### src/hw/rtl/wfdc_pkg.sv
// Package for the wall-follow drive control: types, register codes, constants and helper functions.
`timescale 1ns / 1ps

package wfdc_pkg;

    typedef enum logic [2:0] {
        MODE_FOLLOW = 3'd0,
        MODE_SPIN   = 3'd1,
        MODE_AWAIT  = 3'd2,
        MODE_TURN   = 3'd3,
        MODE_SHUT   = 3'd4
    } t_mode;

    localparam logic [2:0] REG_WALL_TARGET  = 3'd0;
    localparam logic [2:0] REG_FRONT_LEVEL  = 3'd1;
    localparam logic [2:0] REG_TURN_LEVEL   = 3'd2;
    localparam logic [2:0] REG_SPEED_OFS    = 3'd3;
    localparam logic [2:0] REG_NEUTRAL      = 3'd4;
    localparam logic [2:0] REG_LOW_BATTERY  = 3'd5;
    localparam logic [2:0] REG_TURN_LEFT    = 3'd6;
    localparam logic [2:0] REG_TURN_RIGHT   = 3'd7;

    localparam logic [9:0]  DUTY_MAX     = 10'd512;
    localparam logic [15:0] SPIN_COUNTS  = 16'd100;
    localparam logic [15:0] TURN_COUNTS  = 16'd50;
    localparam logic [10:0] BAT_LIMIT    = 11'd1000;
    localparam logic [10:0] BAT_SAT      = 11'd2047;
    localparam logic [11:0] RECIP20      = 12'd3277;   // ceil(2^16 / 20)

    localparam logic [9:0] RST_WALL_TARGET = 10'd1;
    localparam logic [9:0] RST_FRONT_LEVEL = 10'd230;
    localparam logic [9:0] RST_TURN_LEVEL  = 10'd20;
    localparam logic [7:0] RST_SPEED_OFS   = 8'd60;
    localparam logic [8:0] RST_NEUTRAL     = 9'd256;
    localparam logic [9:0] RST_LOW_BATTERY = 10'd610;
    localparam logic [9:0] RST_TURN_LEFT   = 10'd292;
    localparam logic [9:0] RST_TURN_RIGHT  = 10'd328;
    localparam logic signed [10:0] RST_DUTY = 11'sd256;

    typedef struct packed {
        logic [9:0] wall_target;
        logic [9:0] front_trip;
        logic [9:0] turn_trip;
        logic [7:0] speed_ofs;
        logic [8:0] neutral_duty;
        logic [9:0] low_battery_level;
        logic [9:0] turn_left_duty;
        logic [9:0] turn_right_duty;
    } t_cfg;

    typedef struct packed {
        logic        kind;
        logic [9:0]  front_lit;
        logic [9:0]  front_dark;
        logic [9:0]  left_lit;
        logic [9:0]  left_dark;
        logic [9:0]  battery_level;
        logic [15:0] left_wheel_count;
        logic [15:0] right_wheel_count;
    } t_item;

    // Exact floor(x / 20) for x below 1024.
    function automatic logic [5:0] div20(input logic [9:0] x);
        logic [21:0] p;
        p = 22'(x) * 22'(RECIP20);
        return p[21:16];
    endfunction

    // Lit minus dark, floored at zero.
    function automatic logic [9:0] floor_sub(input logic [9:0] lit, input logic [9:0] dark);
        return (lit >= dark) ? (lit - dark) : 10'd0;
    endfunction

endpackage

### src/hw/rtl/wall_follow_drive_control.sv
// Top level of the wall-follow drive control.
//
//  channel | handshake                  | payload
//  --------+----------------------------+----------------------------------------------
//  in      | i_in_valid / o_in_stall    | i_kind, i_front_*, i_left_*, i_battery_level,
//          |                            | i_left_wheel_count, i_right_wheel_count
//  out     | o_out_valid / i_out_stall  | o_left_duty, o_right_duty, o_drive_mode
//  cfg     | i_cfg_valid / o_cfg_ready  | i_cfg_index, i_cfg_data
//
//  One item per cycle unless the output stalls; an item passes through the input
//  register, then the single-pass compute into the result/state register.
//  Synchronous active-low reset restores register defaults, follow mode, duty 256.
//  A stalled output holds the input register; o_in_stall rises only when both are full.
//  o_cfg_ready is always high; writes take effect on the next cycle.
`timescale 1ns / 1ps

module wall_follow_drive_control (
    input  logic               i_clk,
    input  logic               i_rst_n,
    input  logic               i_in_valid,
    output logic               o_in_stall,
    input  logic               i_kind,
    input  logic [9:0]         i_front_lit,
    input  logic [9:0]         i_front_dark,
    input  logic [9:0]         i_left_lit,
    input  logic [9:0]         i_left_dark,
    input  logic [9:0]         i_battery_level,
    input  logic [15:0]        i_left_wheel_count,
    input  logic [15:0]        i_right_wheel_count,
    output logic               o_out_valid,
    input  logic               i_out_stall,
    output logic signed [10:0] o_left_duty,
    output logic signed [10:0] o_right_duty,
    output logic [2:0]         o_drive_mode,
    input  logic               i_cfg_valid,
    output logic               o_cfg_ready,
    input  logic [2:0]         i_cfg_index,
    input  logic [9:0]         i_cfg_data
);

    wfdc_pkg::t_cfg  cfg;
    wfdc_pkg::t_item in_item;
    wfdc_pkg::t_item item;
    logic            item_valid;
    logic            take;

    assign in_item.kind              = i_kind;
    assign in_item.front_lit         = i_front_lit;
    assign in_item.front_dark        = i_front_dark;
    assign in_item.left_lit          = i_left_lit;
    assign in_item.left_dark         = i_left_dark;
    assign in_item.battery_level     = i_battery_level;
    assign in_item.left_wheel_count  = i_left_wheel_count;
    assign in_item.right_wheel_count = i_right_wheel_count;

    wfdc_cfg u_cfg (
        .i_clk       (i_clk),
        .i_rst_n     (i_rst_n),
        .i_cfg_valid (i_cfg_valid),
        .o_cfg_ready (o_cfg_ready),
        .i_cfg_index (i_cfg_index),
        .i_cfg_data  (i_cfg_data),
        .o_cfg       (cfg)
    );

    wfdc_in_reg u_in_reg (
        .i_clk        (i_clk),
        .i_rst_n      (i_rst_n),
        .i_in_valid   (i_in_valid),
        .o_in_stall   (o_in_stall),
        .i_item       (in_item),
        .o_item_valid (item_valid),
        .o_item       (item),
        .i_take       (take)
    );

    wfdc_core u_core (
        .i_clk        (i_clk),
        .i_rst_n      (i_rst_n),
        .i_cfg        (cfg),
        .i_item_valid (item_valid),
        .i_item       (item),
        .o_take       (take),
        .o_out_valid  (o_out_valid),
        .i_out_stall  (i_out_stall),
        .o_left_duty  (o_left_duty),
        .o_right_duty (o_right_duty),
        .o_drive_mode (o_drive_mode)
    );

endmodule

### src/hw/rtl/wfdc_cfg.sv
// Configuration register file of the wall-follow drive control.
`timescale 1ns / 1ps

module wfdc_cfg (
    input  logic              i_clk,
    input  logic              i_rst_n,
    input  logic              i_cfg_valid,
    output logic              o_cfg_ready,
    input  logic [2:0]        i_cfg_index,
    input  logic [9:0]        i_cfg_data,
    output wfdc_pkg::t_cfg    o_cfg
);

    wfdc_pkg::t_cfg r_cfg;
    wfdc_pkg::t_cfg n_cfg;

    assign o_cfg_ready = 1'b1;
    assign o_cfg       = r_cfg;

    always_comb begin
        n_cfg = r_cfg;
        if (i_cfg_valid) begin
            case (i_cfg_index)
                wfdc_pkg::REG_WALL_TARGET: n_cfg.wall_target       = i_cfg_data;
                wfdc_pkg::REG_FRONT_LEVEL: n_cfg.front_trip        = i_cfg_data;
                wfdc_pkg::REG_TURN_LEVEL:  n_cfg.turn_trip         = i_cfg_data;
                wfdc_pkg::REG_SPEED_OFS:   n_cfg.speed_ofs         = i_cfg_data[7:0];
                wfdc_pkg::REG_NEUTRAL:     n_cfg.neutral_duty      = i_cfg_data[8:0];
                wfdc_pkg::REG_LOW_BATTERY: n_cfg.low_battery_level = i_cfg_data;
                wfdc_pkg::REG_TURN_LEFT:   n_cfg.turn_left_duty    = i_cfg_data;
                wfdc_pkg::REG_TURN_RIGHT:  n_cfg.turn_right_duty   = i_cfg_data;
                default:                   n_cfg = r_cfg;
            endcase
        end
    end

    always_ff @(posedge i_clk) begin
        if (!i_rst_n) begin
            r_cfg.wall_target       <= wfdc_pkg::RST_WALL_TARGET;
            r_cfg.front_trip        <= wfdc_pkg::RST_FRONT_LEVEL;
            r_cfg.turn_trip         <= wfdc_pkg::RST_TURN_LEVEL;
            r_cfg.speed_ofs         <= wfdc_pkg::RST_SPEED_OFS;
            r_cfg.neutral_duty      <= wfdc_pkg::RST_NEUTRAL;
            r_cfg.low_battery_level <= wfdc_pkg::RST_LOW_BATTERY;
            r_cfg.turn_left_duty    <= wfdc_pkg::RST_TURN_LEFT;
            r_cfg.turn_right_duty   <= wfdc_pkg::RST_TURN_RIGHT;
        end else begin
            r_cfg <= n_cfg;
        end
    end

endmodule

### src/hw/rtl/wfdc_in_reg.sv
// Input register stage of the wall-follow drive control.
`timescale 1ns / 1ps

module wfdc_in_reg (
    input  logic              i_clk,
    input  logic              i_rst_n,
    input  logic              i_in_valid,
    output logic              o_in_stall,
    input  wfdc_pkg::t_item   i_item,
    output logic              o_item_valid,
    output wfdc_pkg::t_item   o_item,
    input  logic              i_take
);

    logic            r_valid;
    logic            n_valid;
    wfdc_pkg::t_item r_item;
    logic            load;

    assign o_in_stall   = r_valid && !i_take;
    assign load         = i_in_valid && !o_in_stall;
    assign n_valid      = load || (r_valid && !i_take);
    assign o_item_valid = r_valid;
    assign o_item       = r_item;

    always_ff @(posedge i_clk) begin
        if (!i_rst_n) begin
            r_valid <= 1'b0;
        end else begin
            r_valid <= n_valid;
        end
    end

    always_ff @(posedge i_clk) begin
        if (load) begin
            r_item <= i_item;
        end
    end

endmodule

### src/hw/rtl/wfdc_core.sv
// Drive mode state, duty computation and result register.
`timescale 1ns / 1ps

module wfdc_core (
    input  logic                     i_clk,
    input  logic                     i_rst_n,
    input  wfdc_pkg::t_cfg           i_cfg,
    input  logic                     i_item_valid,
    input  wfdc_pkg::t_item          i_item,
    output logic                     o_take,
    output logic                     o_out_valid,
    input  logic                     i_out_stall,
    output logic signed [10:0]       o_left_duty,
    output logic signed [10:0]       o_right_duty,
    output logic [2:0]               o_drive_mode
);

    wfdc_pkg::t_mode    r_mode,  n_mode;
    logic [15:0]        r_base,  n_base;
    logic [10:0]        r_low,   n_low;
    logic [9:0]         r_pend,  n_pend;
    logic signed [10:0] r_left,  n_left;
    logic signed [10:0] r_right, n_right;
    logic               r_out_valid;

    logic [9:0]         front_fs;
    logic [9:0]         left_fs;
    logic [9:0]         target;
    logic signed [10:0] diff;
    logic [9:0]         neg_mag;
    logic signed [10:0] err;
    logic               turn_start;
    logic [15:0]        spin_dist;
    logic [15:0]        turn_dist;
    logic               turn_end;
    logic signed [10:0] m_err;
    logic [9:0]         m_bat;
    logic [9:0]         base;
    logic signed [12:0] sum_l;
    logic signed [12:0] sum_r;
    logic [9:0]         cl_l;
    logic [9:0]         cl_r;
    logic [10:0]        low_next;
    logic               shut;

    function automatic logic [9:0] clamp_duty(input logic signed [12:0] v);
        logic [9:0] res;
        if (v < 13'sd0) begin
            res = 10'd0;
        end else if (v > $signed({3'b000, wfdc_pkg::DUTY_MAX})) begin
            res = wfdc_pkg::DUTY_MAX;
        end else begin
            res = v[9:0];
        end
        return res;
    endfunction

    assign o_take       = i_item_valid && (!r_out_valid || !i_out_stall);
    assign o_out_valid  = r_out_valid;
    assign o_left_duty  = r_left;
    assign o_right_duty = r_right;
    assign o_drive_mode = r_mode;

    always_comb begin
        front_fs = wfdc_pkg::floor_sub(i_item.front_lit, i_item.front_dark);
        left_fs  = wfdc_pkg::floor_sub(i_item.left_lit, i_item.left_dark);
        target   = (i_cfg.wall_target == 10'd0) ? 10'd1 : i_cfg.wall_target;
        diff     = $signed({1'b0, target}) - $signed({1'b0, left_fs});
        neg_mag  = 10'(-diff);
        if (diff > 11'sd0) begin
            err = diff >>> 1;
        end else begin
            err = -$signed({5'b00000, wfdc_pkg::div20(neg_mag)});
        end
        turn_start = err > $signed({1'b0, i_cfg.turn_trip});

        spin_dist = i_item.left_wheel_count - r_base;
        turn_dist = i_item.right_wheel_count - r_base;
        turn_end  = i_item.kind && (r_mode == wfdc_pkg::MODE_TURN)
                    && (turn_dist >= wfdc_pkg::TURN_COUNTS);

        m_err = turn_end ? 11'sd0 : err;
        m_bat = turn_end ? r_pend : i_item.battery_level;
        base  = 10'(i_cfg.neutral_duty) + 10'(i_cfg.speed_ofs);
        sum_l = $signed({3'b000, base}) - $signed({{2{m_err[10]}}, m_err});
        sum_r = $signed({3'b000, base}) + $signed({{2{m_err[10]}}, m_err});
        cl_l  = clamp_duty(sum_l);
        cl_r  = clamp_duty(sum_r);

        if (m_bat < i_cfg.low_battery_level) begin
            low_next = (r_low < wfdc_pkg::BAT_SAT) ? (r_low + 11'd1) : r_low;
        end else if (m_bat > i_cfg.low_battery_level) begin
            low_next = 11'd0;
        end else begin
            low_next = r_low;
        end
        shut = low_next > wfdc_pkg::BAT_LIMIT;

        n_mode  = r_mode;
        n_base  = r_base;
        n_low   = r_low;
        n_pend  = r_pend;
        n_left  = r_left;
        n_right = r_right;

        if (!i_item.kind) begin
            if ((r_mode == wfdc_pkg::MODE_FOLLOW) && (front_fs > i_cfg.front_trip)) begin
                n_left  = $signed({1'b0, base});
                n_right = $signed({2'b00, i_cfg.neutral_duty}) - $signed({3'b000, i_cfg.speed_ofs});
                n_base  = i_item.left_wheel_count;
                n_mode  = wfdc_pkg::MODE_SPIN;
            end else if ((r_mode == wfdc_pkg::MODE_FOLLOW) || (r_mode == wfdc_pkg::MODE_AWAIT)) begin
                if (turn_start) begin
                    n_left  = $signed({1'b0, i_cfg.turn_left_duty});
                    n_right = $signed({1'b0, i_cfg.turn_right_duty});
                    n_base  = i_item.right_wheel_count;
                    n_pend  = i_item.battery_level;
                    n_mode  = wfdc_pkg::MODE_TURN;
                end else begin
                    n_low = low_next;
                    if (shut) begin
                        n_mode  = wfdc_pkg::MODE_SHUT;
                        n_left  = $signed({2'b00, i_cfg.neutral_duty});
                        n_right = $signed({2'b00, i_cfg.neutral_duty});
                    end else begin
                        n_mode  = wfdc_pkg::MODE_FOLLOW;
                        n_left  = $signed({1'b0, cl_l});
                        n_right = $signed({1'b0, cl_r});
                    end
                end
            end
        end else begin
            if ((r_mode == wfdc_pkg::MODE_SPIN) && (spin_dist >= wfdc_pkg::SPIN_COUNTS)) begin
                n_mode = wfdc_pkg::MODE_AWAIT;
            end else if (turn_end) begin
                n_low = low_next;
                if (shut) begin
                    n_mode  = wfdc_pkg::MODE_SHUT;
                    n_left  = $signed({2'b00, i_cfg.neutral_duty});
                    n_right = $signed({2'b00, i_cfg.neutral_duty});
                end else begin
                    n_mode  = wfdc_pkg::MODE_FOLLOW;
                    n_left  = $signed({1'b0, cl_l});
                    n_right = $signed({1'b0, cl_r});
                end
            end
        end
    end

    always_ff @(posedge i_clk) begin
        if (!i_rst_n) begin
            r_mode      <= wfdc_pkg::MODE_FOLLOW;
            r_base      <= 16'd0;
            r_low       <= 11'd0;
            r_pend      <= 10'd0;
            r_left      <= wfdc_pkg::RST_DUTY;
            r_right     <= wfdc_pkg::RST_DUTY;
            r_out_valid <= 1'b0;
        end else begin
            if (o_take) begin
                r_mode  <= n_mode;
                r_base  <= n_base;
                r_low   <= n_low;
                r_pend  <= n_pend;
                r_left  <= n_left;
                r_right <= n_right;
            end
            if (o_take) begin
                r_out_valid <= 1'b1;
            end else if (!i_out_stall) begin
                r_out_valid <= 1'b0;
            end
        end
    end

    a_shut_sticky: assert property (@(posedge i_clk) disable iff (!i_rst_n)
        r_mode == wfdc_pkg::MODE_SHUT |=> r_mode == wfdc_pkg::MODE_SHUT)
        else $error("shutdown left without reset");

    a_state_hold: assert property (@(posedge i_clk) disable iff (!i_rst_n)
        !o_take |=> $stable(r_mode) && $stable(r_left) && $stable(r_right))
        else $error("state changed without a transfer");

    a_follow_clamped: assert property (@(posedge i_clk) disable iff (!i_rst_n)
        r_mode == wfdc_pkg::MODE_FOLLOW |->
            (r_left >= 11'sd0) && (r_left <= 11'sd512)
            && (r_right >= 11'sd0) && (r_right <= 11'sd512))
        else $error("follow duty out of range");

    a_out_drain: assert property (@(posedge i_clk) disable iff (!i_rst_n)
        r_out_valid && !i_out_stall && !o_take |=> !r_out_valid)
        else $error("result repeated");

endmodule

### config.mk
export PLATFORM = sky130hd
export DESIGN_NAME = wall_follow_drive_control
export DESIGN_NICKNAME = d
export VERILOG_FILES = /design/src/hw/rtl/wfdc_pkg.sv /design/src/hw/rtl/wall_follow_drive_control.sv /design/src/hw/rtl/wfdc_cfg.sv /design/src/hw/rtl/wfdc_in_reg.sv /design/src/hw/rtl/wfdc_core.sv
export SDC_FILE = /design/constraint.sdc
export NUM_CORES = 1
export LEC_CHECK = 0
export ABC_AREA = 1
export ABC_CLOCK_PERIOD_IN_PS = 10000
export BUFFER_PORTS_ARGS = -buffer_cell sky130_fd_sc_hd__buf_4
export CELL_PAD_IN_SITES_DETAIL_PLACEMENT = 1
export CELL_PAD_IN_SITES_GLOBAL_PLACEMENT = 1
export CORE_MARGIN = 4
export CORE_UTILIZATION = 25
export DETAILED_ROUTE_END_ITERATION = 10
export PLACE_DENSITY = 0.5
export SYNTH_ARGS = -nofsm -noshare
export SYNTH_HDL_FRONTEND = slang
export SYNTH_SLANG_ARGS = --single-unit
### constraint.sdc
create_clock -name i_clk -period 10 [get_ports i_clk]
set_input_delay 1.5 -clock i_clk [delete_from_list [all_inputs] [get_ports i_clk]]
set_output_delay 1.5 -clock i_clk [all_outputs]
set_load 0.005 [all_outputs]
==> results.ini, run 1 <==
[run]
drv_cap = 0

[place]
postPlaceCellArea_um2 = 20400
pre_cts_ws_ns = -1.01
hpwlAfterDp_um = 46200
routabilityCongestion = 0.840
port_buffers = 126

[die]
die_w_um = 269
placementRows = 95
ios = 129
die_h_um = 269
coreArea_um2 = 67400
dieArea_um2 = 72400
start_util = 0.253

[timing]
finalCritPeriodShare = 1.03
hold_ws_ns = 0.470
max_slew_margin = 0.296
max_freq_ghz = 0.0975
fin_crit_ns = 10.25
worst_pin_slew_ns = 1.05
fin_skew_ns = 0.0608
rsz0062_at_grt = yes
setup_ws_ns = -0.255
hold_violations = 0
setup_violations = 53
maxSlewViolCount = 0

[global_routing]
grt_use_total = 0.157
grt_pass1_wl_um = 93800
grt_pass1_vias = 17500
grt_max_degree = 100
antenna_found_initial = 0
grt-ovfl-total = 0

[yosys]
synth_edf_count = 83
syn-cell-area_um2 = 17000
ys_seq_elements = 223
ys_types = 54
synth-seq-area-share = 0.311
synth_fp_nets = 2642
yosys_warnings = 0
synthFlopType = dfxtp_1
ys_async_sr_fraction = 0
synthCells = 2317
syn_avg_cell_area_um2 = 7.36

[min_path]
hold_path_class = flip-flop to flip-flop

[worst_setup_path]
critPathArrivalTime_ns = 10.75
cp-start-kind = flip-flop
path_delay_family = adder cells
crit_type = flip-flop to flip-flop
cp_data_required_time_ns = 10.50
slowest_delay_ns = 0.57
crit_buf_inv = 17
critical-path-slowest-cell = fa_2
critPathMostFrequentCell = inv_2
critPathMaxFanout = 5
critPathCaptureType = flip-flop

[finish]
area_delta_synth_final_pct = 35.4
final_common_cell = nand2_1
num-nets-final = 3002
layout-drive-gt1-share = 0.258
final_cell_area_um2 = 23100
antenna-diode-count = 0
final_cell_mix = nand2_1 (478), buf_4 (361), inv_1 (319), nor2_1 (209), ha_1 (163)

[clock_tree]
clk_latency_ns = 0.62
clockBufferDepth = 3
htree_levels = 1
clk_pin_slew_ns = 0.06
cts-root-buf = clkbuf_16
cts_num_sinks = 223
cts_tree = built
cts_buffers = 30

[run_status]
violations = setup timing
status = finished with violations

[route]
drc_errors = 0
wl_per_cell_um = 16.6
viasPerCell = 4.61
vias = 16500
wirelength_um = 59300
first_iter_violations = 689
postRouteAntennaNets = 0
drt_pass1_iterations = 4

## synth_stat cells (all sizes together) (5+ instances only)
cell type | instances | area share
nand2 | 527 | 0.12
inv | 354 | 0.078
nor2 | 243 | 0.055
ha | 189 | 0.14
a21oi | 171 | 0.051
o21ai | 165 | 0.049
dfxtp | 140 | 0.16
nand3 | 86 | 0.026
edfxtp | 83 | 0.15
clkbuf | 49 | 0.011
xor2 | 46 | 0.024
nand4 | 39 | 0.014
fa | 35 | 0.041
o211ai | 24 | 0.011
o21bai | 20 | 0.0088
nand3b | 18 | 0.0079
nor3 | 18 | 0.0053
a211oi | 16 | 0.011
buf | 14 | 0.0053
xnor2 | 14 | 0.0072
nor4 | 10 | 0.0037
or2 | 10 | 0.0037
o31ai | 8 | 0.0035
a31oi | 7 | 0.0026
a21o | 6 | 0.0026
o21a | 6 | 0.0026
clkinv | 5 | 0.0011
## metrics by stage
| stage | TNS [ns] | util | instances |
|---|---|---|---|
| 4_1_cts | -0.701 | 0.330 | 3546 |
| 2_1_floorplan | 0 | - | 2317 |
| 3_3_place_gp | -30.86 | 0.303 | 3460 |
| 6_report | -5.78 | 0.342 | 3573 |
| 3_5_place_dp | -43.00 | 0.303 | 3460 |
| 5_1_grt | -43.01 | 0.342 | 3573 |
## final timing paths
path,endpoint,start,cells past startpoint,slack (ns)
max reg2reg,u_core.o_left_duty[0],u_in_reg.o_item[52],68,-0.25
min reg2reg,u_cfg.o_cfg[24],u_cfg.o_cfg[24],2,0.47
max,u_core.o_left_duty[0],u_in_reg.o_item[52],68,-0.25
min,u_cfg.o_cfg[24],u_cfg.o_cfg[24],2,0.47
## registers in the layout, summed over array words and instances, names as in the netlist
register	count
u_cfg.o_cfg	77
u_core.r_low	11
u_in_reg.o_item_valid	1
u_core.o_drive_mode	3
u_core.r_base	16
u_core.o_right_duty	11
u_core.o_left_duty	10
u_core.r_pend	10
u_in_reg.o_item	83
u_core.o_out_valid	1
## tightest hold or removal path, delay by kind of cell (launching register included)
kind,cells,cell delay (ns)
AO/OA/AOI/OAI,1,0.06
buffers and inverters,1,0.07
flip-flops,1,0.29
## timing repair
item,in CTS,in global routing
gates resized for setup,150,144
hold buffers,0,0
gates cloned,0,8
endpoints found under the setup margin,60,60
buffers inserted,32,19
pin swaps,60,76
## kinds of logic after synthesis
| logic type | count (synthesis) | synth area share |
|---|---|---|
| AOI/OAI and AO/OA | 431 | 0.146 |
| xor gates and xnor gates | 60 | 0.0308 |
| adders and majority gates | 224 | 0.180 |
| buffers and inverters | 422 | 0.0952 |
| DFF | 223 | 0.311 |
| muxes | 1 | 0.000587 |
| other | 2 | 0.000441 |
| and+or+nand+nor | 954 | 0.236 |
## area by class of cell
cell class | instances | area [µm²]
Multi-Input combinational cell | 1674 | 11200
Fill cell | 8082 | 44300
Clock buffer | 42 | 836
Tap cell | 873 | 1090
Sequential cell | 223 | 5300
Clock inverter | 13 | 143
Inverter | 359 | 1370
Timing Repair Buffer | 389 | 3130
## metal layers
metal,wire [µm],vias up,GRT usage
li1,-,8293,-
met1,27800,7916,0.206
met2,28600,189,0.277
met3,1680,63,0.0208
met4,1230,0,0.0339
met5,0,-,0
Power of run 1 is not shown: default switching activity piles up to over one toggle a cycle in this logic, so the estimate is an artifact.
==> run 2, diff against run 1 <==
--- a/config.mk
+++ b/config.mk
@@ -6,14 +6,15 @@
 export NUM_CORES = 1
 export LEC_CHECK = 0
 export ABC_AREA = 1
-export ABC_CLOCK_PERIOD_IN_PS = 10000
+export ABC_CLOCK_PERIOD_IN_PS = 13010
 export BUFFER_PORTS_ARGS = -buffer_cell sky130_fd_sc_hd__buf_4
 export CELL_PAD_IN_SITES_DETAIL_PLACEMENT = 1
 export CELL_PAD_IN_SITES_GLOBAL_PLACEMENT = 1
 export CORE_MARGIN = 4
 export CORE_UTILIZATION = 25
+export CTS_CLUSTER_DIAMETER = 50
 export DETAILED_ROUTE_END_ITERATION = 10
-export PLACE_DENSITY = 0.5
+export PLACE_DENSITY = 0.48
 export SYNTH_ARGS = -nofsm -noshare
 export SYNTH_HDL_FRONTEND = slang
 export SYNTH_SLANG_ARGS = --single-unit
==> constraint.sdc (replaced) <==
create_clock -name i_clk -period 13.01 [get_ports i_clk]
set_input_delay 1.9515 -clock i_clk [delete_from_list [all_inputs] [get_ports i_clk]]
set_output_delay 1.9515 -clock i_clk [all_outputs]
set_load 0.005 [all_outputs]
==> results.ini, run 2 (synthesis results as in run 1) <==
[clock_tree]
clk_latency_ns = 0.58  ; -0.04 ns
cts_buffers = 42  ; +40%
cts-root-buf = clkbuf_16
post_cts_buffers = 0  ; -100%
clockBufferDepth = 3  ; unchanged
htree_levels = 2  ; +1
clk_pin_slew_ns = 0.05  ; about the same
cts_num_sinks = 223  ; unchanged
cts_hold_buffers = 0  ; unchanged
cts_tree = built
ctsResizeCount = 0  ; -100%

[worst_setup_path]
slowest_delay_ns = 0.56  ; about the same
rrSetupSlack_ns = 1.39  ; +1.64 ns
critPathArrivalTime_ns = 12.08  ; +1.33 ns
crit_buf_inv = 16  ; -1
critical-path-slowest-cell = fa_1
critPathCaptureType = flip-flop
path_delay_family = adder cells
crit_type = flip-flop to flip-flop
critPathMaxFanout = 14  ; +9
cp_data_required_time_ns = 13.47  ; +2.97 ns
cp-start-kind = flip-flop
critPathMostFrequentCell = inv_1

[route]
drc_errors = 0  ; unchanged
drt_pass1_iterations = 4  ; unchanged
wl_per_cell_um = 16.9  ; +1.5%
wirelength_um = 56300  ; -5.1%
viasPerCell = 4.57  ; -0.89%
postRouteAntennaNets = 0  ; unchanged
first_iter_violations = 615  ; -11%
vias = 15300  ; -7.4%

[finish]
multi_input_area_um2 = 10100  ; -9.5%
layout-drive-gt1-share = 0.109  ; -0.150
final_cell_mix = nand2_1 (513), inv_1 (347), nor2_1 (237), ha_1 (189), a21oi_1 (168)
antenna-diode-count = 0  ; unchanged
seqCellArea_um2 = 5300  ; unchanged
largest_reg_flops = 83  ; unchanged
num-nets-final = 2758  ; -8.1%
n_fill_cell = 8156  ; +0.92%
area_delta_synth_final_pct = 19.1
final_common_cell = nand2_1

[die]
die_h_um = 269  ; unchanged
die_w_um = 269  ; unchanged
ios = 129  ; unchanged
dieArea_um2 = 72400  ; unchanged
start_util = 0.253  ; unchanged
placementRows = 95  ; unchanged
coreArea_um2 = 67400  ; unchanged

[timing]
setup_violations = 0  ; -100%
hold_violations = 0  ; unchanged
worst_pin_slew_ns = 1.08  ; +0.0250 ns
fin_crit_ns = 11.62  ; +1.37 ns
tns_ns = 0  ; +5.78 ns
fin_skew_ns = 0.0513  ; -0.00948 ns
rsz0062_at_grt = no
finalCritPeriodShare = 0.893  ; -0.132
max_freq_ghz = 0.0861  ; -12%
max_slew_margin = 0.280  ; -0.0157
maxSlewViolCount = 0  ; unchanged

[place]
hpwlAfterDp_um = 45500  ; -1.5%
port_buffers = 126  ; unchanged
routabilityCongestion = 0.830  ; -1.2%

[run_status]
status = complete, no violations

[global_routing]
grt_max_degree = 89  ; -11%
grt-ovfl-total = 0  ; unchanged
grt_pass1_vias = 16500  ; -5.6%
grt_use_total = 0.155  ; -0.00265
grt_pass1_wl_um = 90800  ; -3.3%
antenna_found_initial = 0  ; unchanged

[run]
drv_cap = 0  ; unchanged

[min_path]
hold_path_class = flip-flop to flip-flop

## run 2: cell count changes in the layout (fill, tap and decap cells not counted), sizes merged
cell      before  now
inv          354  359
clkbuf        46   52
clkinv        15   19
nand2        528  527
buf          385  135
clkinvlp       1    6
bufinv         2    1
a21oi        172  171
## run 2: layer usage
layer  up-vias  track usage  wire [µm]
met2       178        0.268      26800
li1       7824            -          -
met3        72       0.0228       1610
met1      7177        0.202      26600
met5         -            0          0
met4         0       0.0421       1350
## run 2: final cells by class
class | instances | area share
inverters | 359 | 0.0664
well taps | 873 | 0.0538
multi-input cells | 1672 | 0.499
clock inverters | 26 | 0.0124
repair buffers | 135 | 0.0499
clock buffers | 52 | 0.0572
flip-flops and latches | 223 | 0.261
## run 2: final timing paths
check / startpoint / to / cells after the start
hold reg to reg: u_cfg.o_cfg[15] / u_cfg.o_cfg[15] / 2
setup reg to reg: u_in_reg.o_item[52] / u_core.r_pend[3] / 65
hold / removal: u_cfg.o_cfg[15] / u_cfg.o_cfg[15] / 2
setup / recovery: u_in_reg.o_item[52] / u_core.r_pend[3] / 65
## run 2: worst register-to-register path, delay by kind of cell (launching register included)
family	cells	cell delay, ns
and+or+nand+nor	26	3.53
DFF	1	0.36
xor gates and xnor gates	1	0.19
adders and majority gates	12	4.40
buffers and inverters	16	1.35
AOI/OAI and AO/OA	10	1.68
## run 2: metrics by stage
stage	instances	utilization	hold WS [ns]	worst slack [ns]	cell area [µm²]
after CTS	3340	0.301	0.465	1.02	20300
final	3340	0.301	0.463	1.39	20300
after global routing	3340	0.301	0.496	0.107	20300
after global placement	3262	0.280	0.448	1.42	18900
after detailed placement	3262	0.280	0.451	1.09	18900
after floorplan	2317	-	0.429	2.95	17000
Power of run 2 is left out for the same reason.
==> run 3, diff against run 2 <==
--- a/config.mk
+++ b/config.mk
@@ -6,7 +6,7 @@
 export NUM_CORES = 1
 export LEC_CHECK = 0
 export ABC_AREA = 1
-export ABC_CLOCK_PERIOD_IN_PS = 13010
+export ABC_CLOCK_PERIOD_IN_PS = 14000
 export BUFFER_PORTS_ARGS = -buffer_cell sky130_fd_sc_hd__buf_4
 export CELL_PAD_IN_SITES_DETAIL_PLACEMENT = 1
 export CELL_PAD_IN_SITES_GLOBAL_PLACEMENT = 1
==> constraint.sdc (replaced) <==
create_clock -name i_clk -period 14 [get_ports i_clk]
set_input_delay 2.1 -clock i_clk [delete_from_list [all_inputs] [get_ports i_clk]]
set_output_delay 2.1 -clock i_clk [all_outputs]
set_load 0.005 [all_outputs]
==> results.ini, run 3 (synthesis results as in run 1) <==
[global_routing]
grt_pass1_wl_um = 91800  ; +1.2%
grt_pass1_vias = 16600  ; +0.50%
grt_max_degree = 89  ; unchanged
grt-ovfl-total = 0  ; unchanged
grt_use_total = 0.156  ; +0.00154
antenna_found_initial = 1  ; +1

[die]
dieArea_um2 = 72400  ; unchanged
coreArea_um2 = 67400  ; unchanged
die_h_um = 269  ; unchanged
start_util = 0.253  ; unchanged
die_w_um = 269  ; unchanged
placementRows = 95  ; unchanged
ios = 129  ; unchanged

[worst_setup_path]
crit_buf_inv = 14  ; -2
critPathCaptureType = flip-flop
cp-start-kind = flip-flop
critPathMostFrequentCell = inv_1
crit_type = flip-flop to flip-flop
critical-path-slowest-cell = o21bai_1
cp-startpoint = u_in_reg.o_item[52]
path_delay_family = adder cells
critPathMaxFanout = 10  ; -4
cp_data_required_time_ns = 14.49  ; +1.02 ns
r2r-start = u_in_reg.o_item[52]
slowest_delay_ns = 0.57  ; about the same
critPathArrivalTime_ns = 12.30  ; +0.22 ns
rrSetupSlack_ns = 2.19  ; +0.80 ns

[clock_tree]
clk_latency_ns = 0.57  ; about the same
cts-root-buf = clkbuf_16
clk_pin_slew_ns = 0.05  ; about the same
htree_levels = 2  ; unchanged
cts_tree = built
cts_hold_buffers = 0  ; unchanged
cts_num_sinks = 223  ; unchanged
clockBufferDepth = 3  ; unchanged
cts_buffers = 43  ; +2.4%
post_cts_buffers = 0  ; unchanged
ctsResizeCount = 0  ; unchanged

[run]
drv_cap = 0  ; unchanged

[min_path]
min_from = u_cfg.o_cfg[28]
hold_path_class = flip-flop to flip-flop

[route]
vias = 15400  ; +0.65%
drt_pass1_iterations = 5  ; +1
first_iter_violations = 634  ; +3.1%
postRouteAntennaNets = 0  ; unchanged
viasPerCell = 4.59  ; +0.59%
wirelength_um = 56700  ; +0.68%
wl_per_cell_um = 17.0  ; +0.62%
drc_errors = 0  ; unchanged

[run_status]
status = complete, no violations

[timing]
tns_ns = 0  ; unchanged
max_slew_margin = 0.284  ; +0.00378
finalCritPeriodShare = 0.844  ; -0.0493
maxSlewViolCount = 0  ; unchanged
worst_pin_slew_ns = 1.07  ; -0.00566 ns
fin_skew_ns = 0.0221  ; -0.0292 ns
fin_crit_ns = 11.81  ; +0.194 ns
setup_ws_ns = 2.19  ; +0.796 ns
max_freq_ghz = 0.0846  ; -1.6%
rsz0062_at_grt = no
hold_violations = 0  ; unchanged
setup_violations = 0  ; unchanged

[finish]
layout-drive-gt1-share = 0.109  ; +0.000722
num-nets-final = 2759  ; +0.036%
area_delta_synth_final_pct = 19.8
final_common_cell = nand2_1
final_cell_mix = nand2_1 (513), inv_1 (347), nor2_1 (237), ha_1 (189), a21oi_1 (168)
largest_reg_flops = 83  ; unchanged
antenna-diode-count = 0  ; unchanged

[place]
port_buffers = 126  ; unchanged
routabilityCongestion = 0.827  ; -0.25%
hpwlAfterDp_um = 45700  ; +0.34%
pre_cts_ws_ns = 2.11  ; +1.01 ns

run 3: cell count changes in the layout (fill, tap and decap cells not counted), sizes merged:
cell and delta:
bufinv +7, clkbuf -8, clkinv +2, clkinvlp -3
inv +4
run 3: through the flow:
step,cells,util,hold WS (ns),area [µm²]
5_1_grt,3342,0.303,0.489,20400
4_1_cts,3342,0.303,0.462,20400
2_1_floorplan,2317,-,0.429,17000
3_3_place_gp,3262,0.280,0.448,18900
3_5_place_dp,3262,0.280,0.448,18900
6_report,3342,0.303,0.464,20400
run 3: cell type report:
type | count | area, µm²
clock inverters | 36 | 469
fillers | 8122 | 47000
clock buffers | 44 | 1080
flip-flops and latches | 223 | 5300
inverters | 359 | 1350
multi-input cells | 1672 | 10100
repair buffers | 135 | 1010
well taps | 873 | 1090
run 3: path summary, 6_finish.rpt:
path / end / depth (start not counted)
max: u_core.o_left_duty[2] / 63
min: u_cfg.o_cfg[28] / 2
max reg2reg: u_core.o_left_duty[2] / 63
min reg2reg: u_cfg.o_cfg[28] / 2
run 3: worst reg2reg max path: cells and delay by family (launching register included):
kind,cells,cell delay [ns]
flip-flops,1,0.36
AO/OA/AOI/OAI,11,2.74
adder cells (fa/ha/maj),12,4.53
buffers and inverters,14,0.98
AND/OR/NAND/NOR,23,2.56
XOR/XNOR,3,0.56
run 3: metal layers:
layer	GRT usage	vias to the layer above	wire length [µm]	share of wire
met5	0	-	13	0.00023
met3	0.0249	67	1840	0.032
met1	0.203	7263	26600	0.47
met2	0.271	193	27000	0.48
met4	0.0402	2	1250	0.022
li1	-	7825	-	-
Power of run 3 is left out for the same reason.
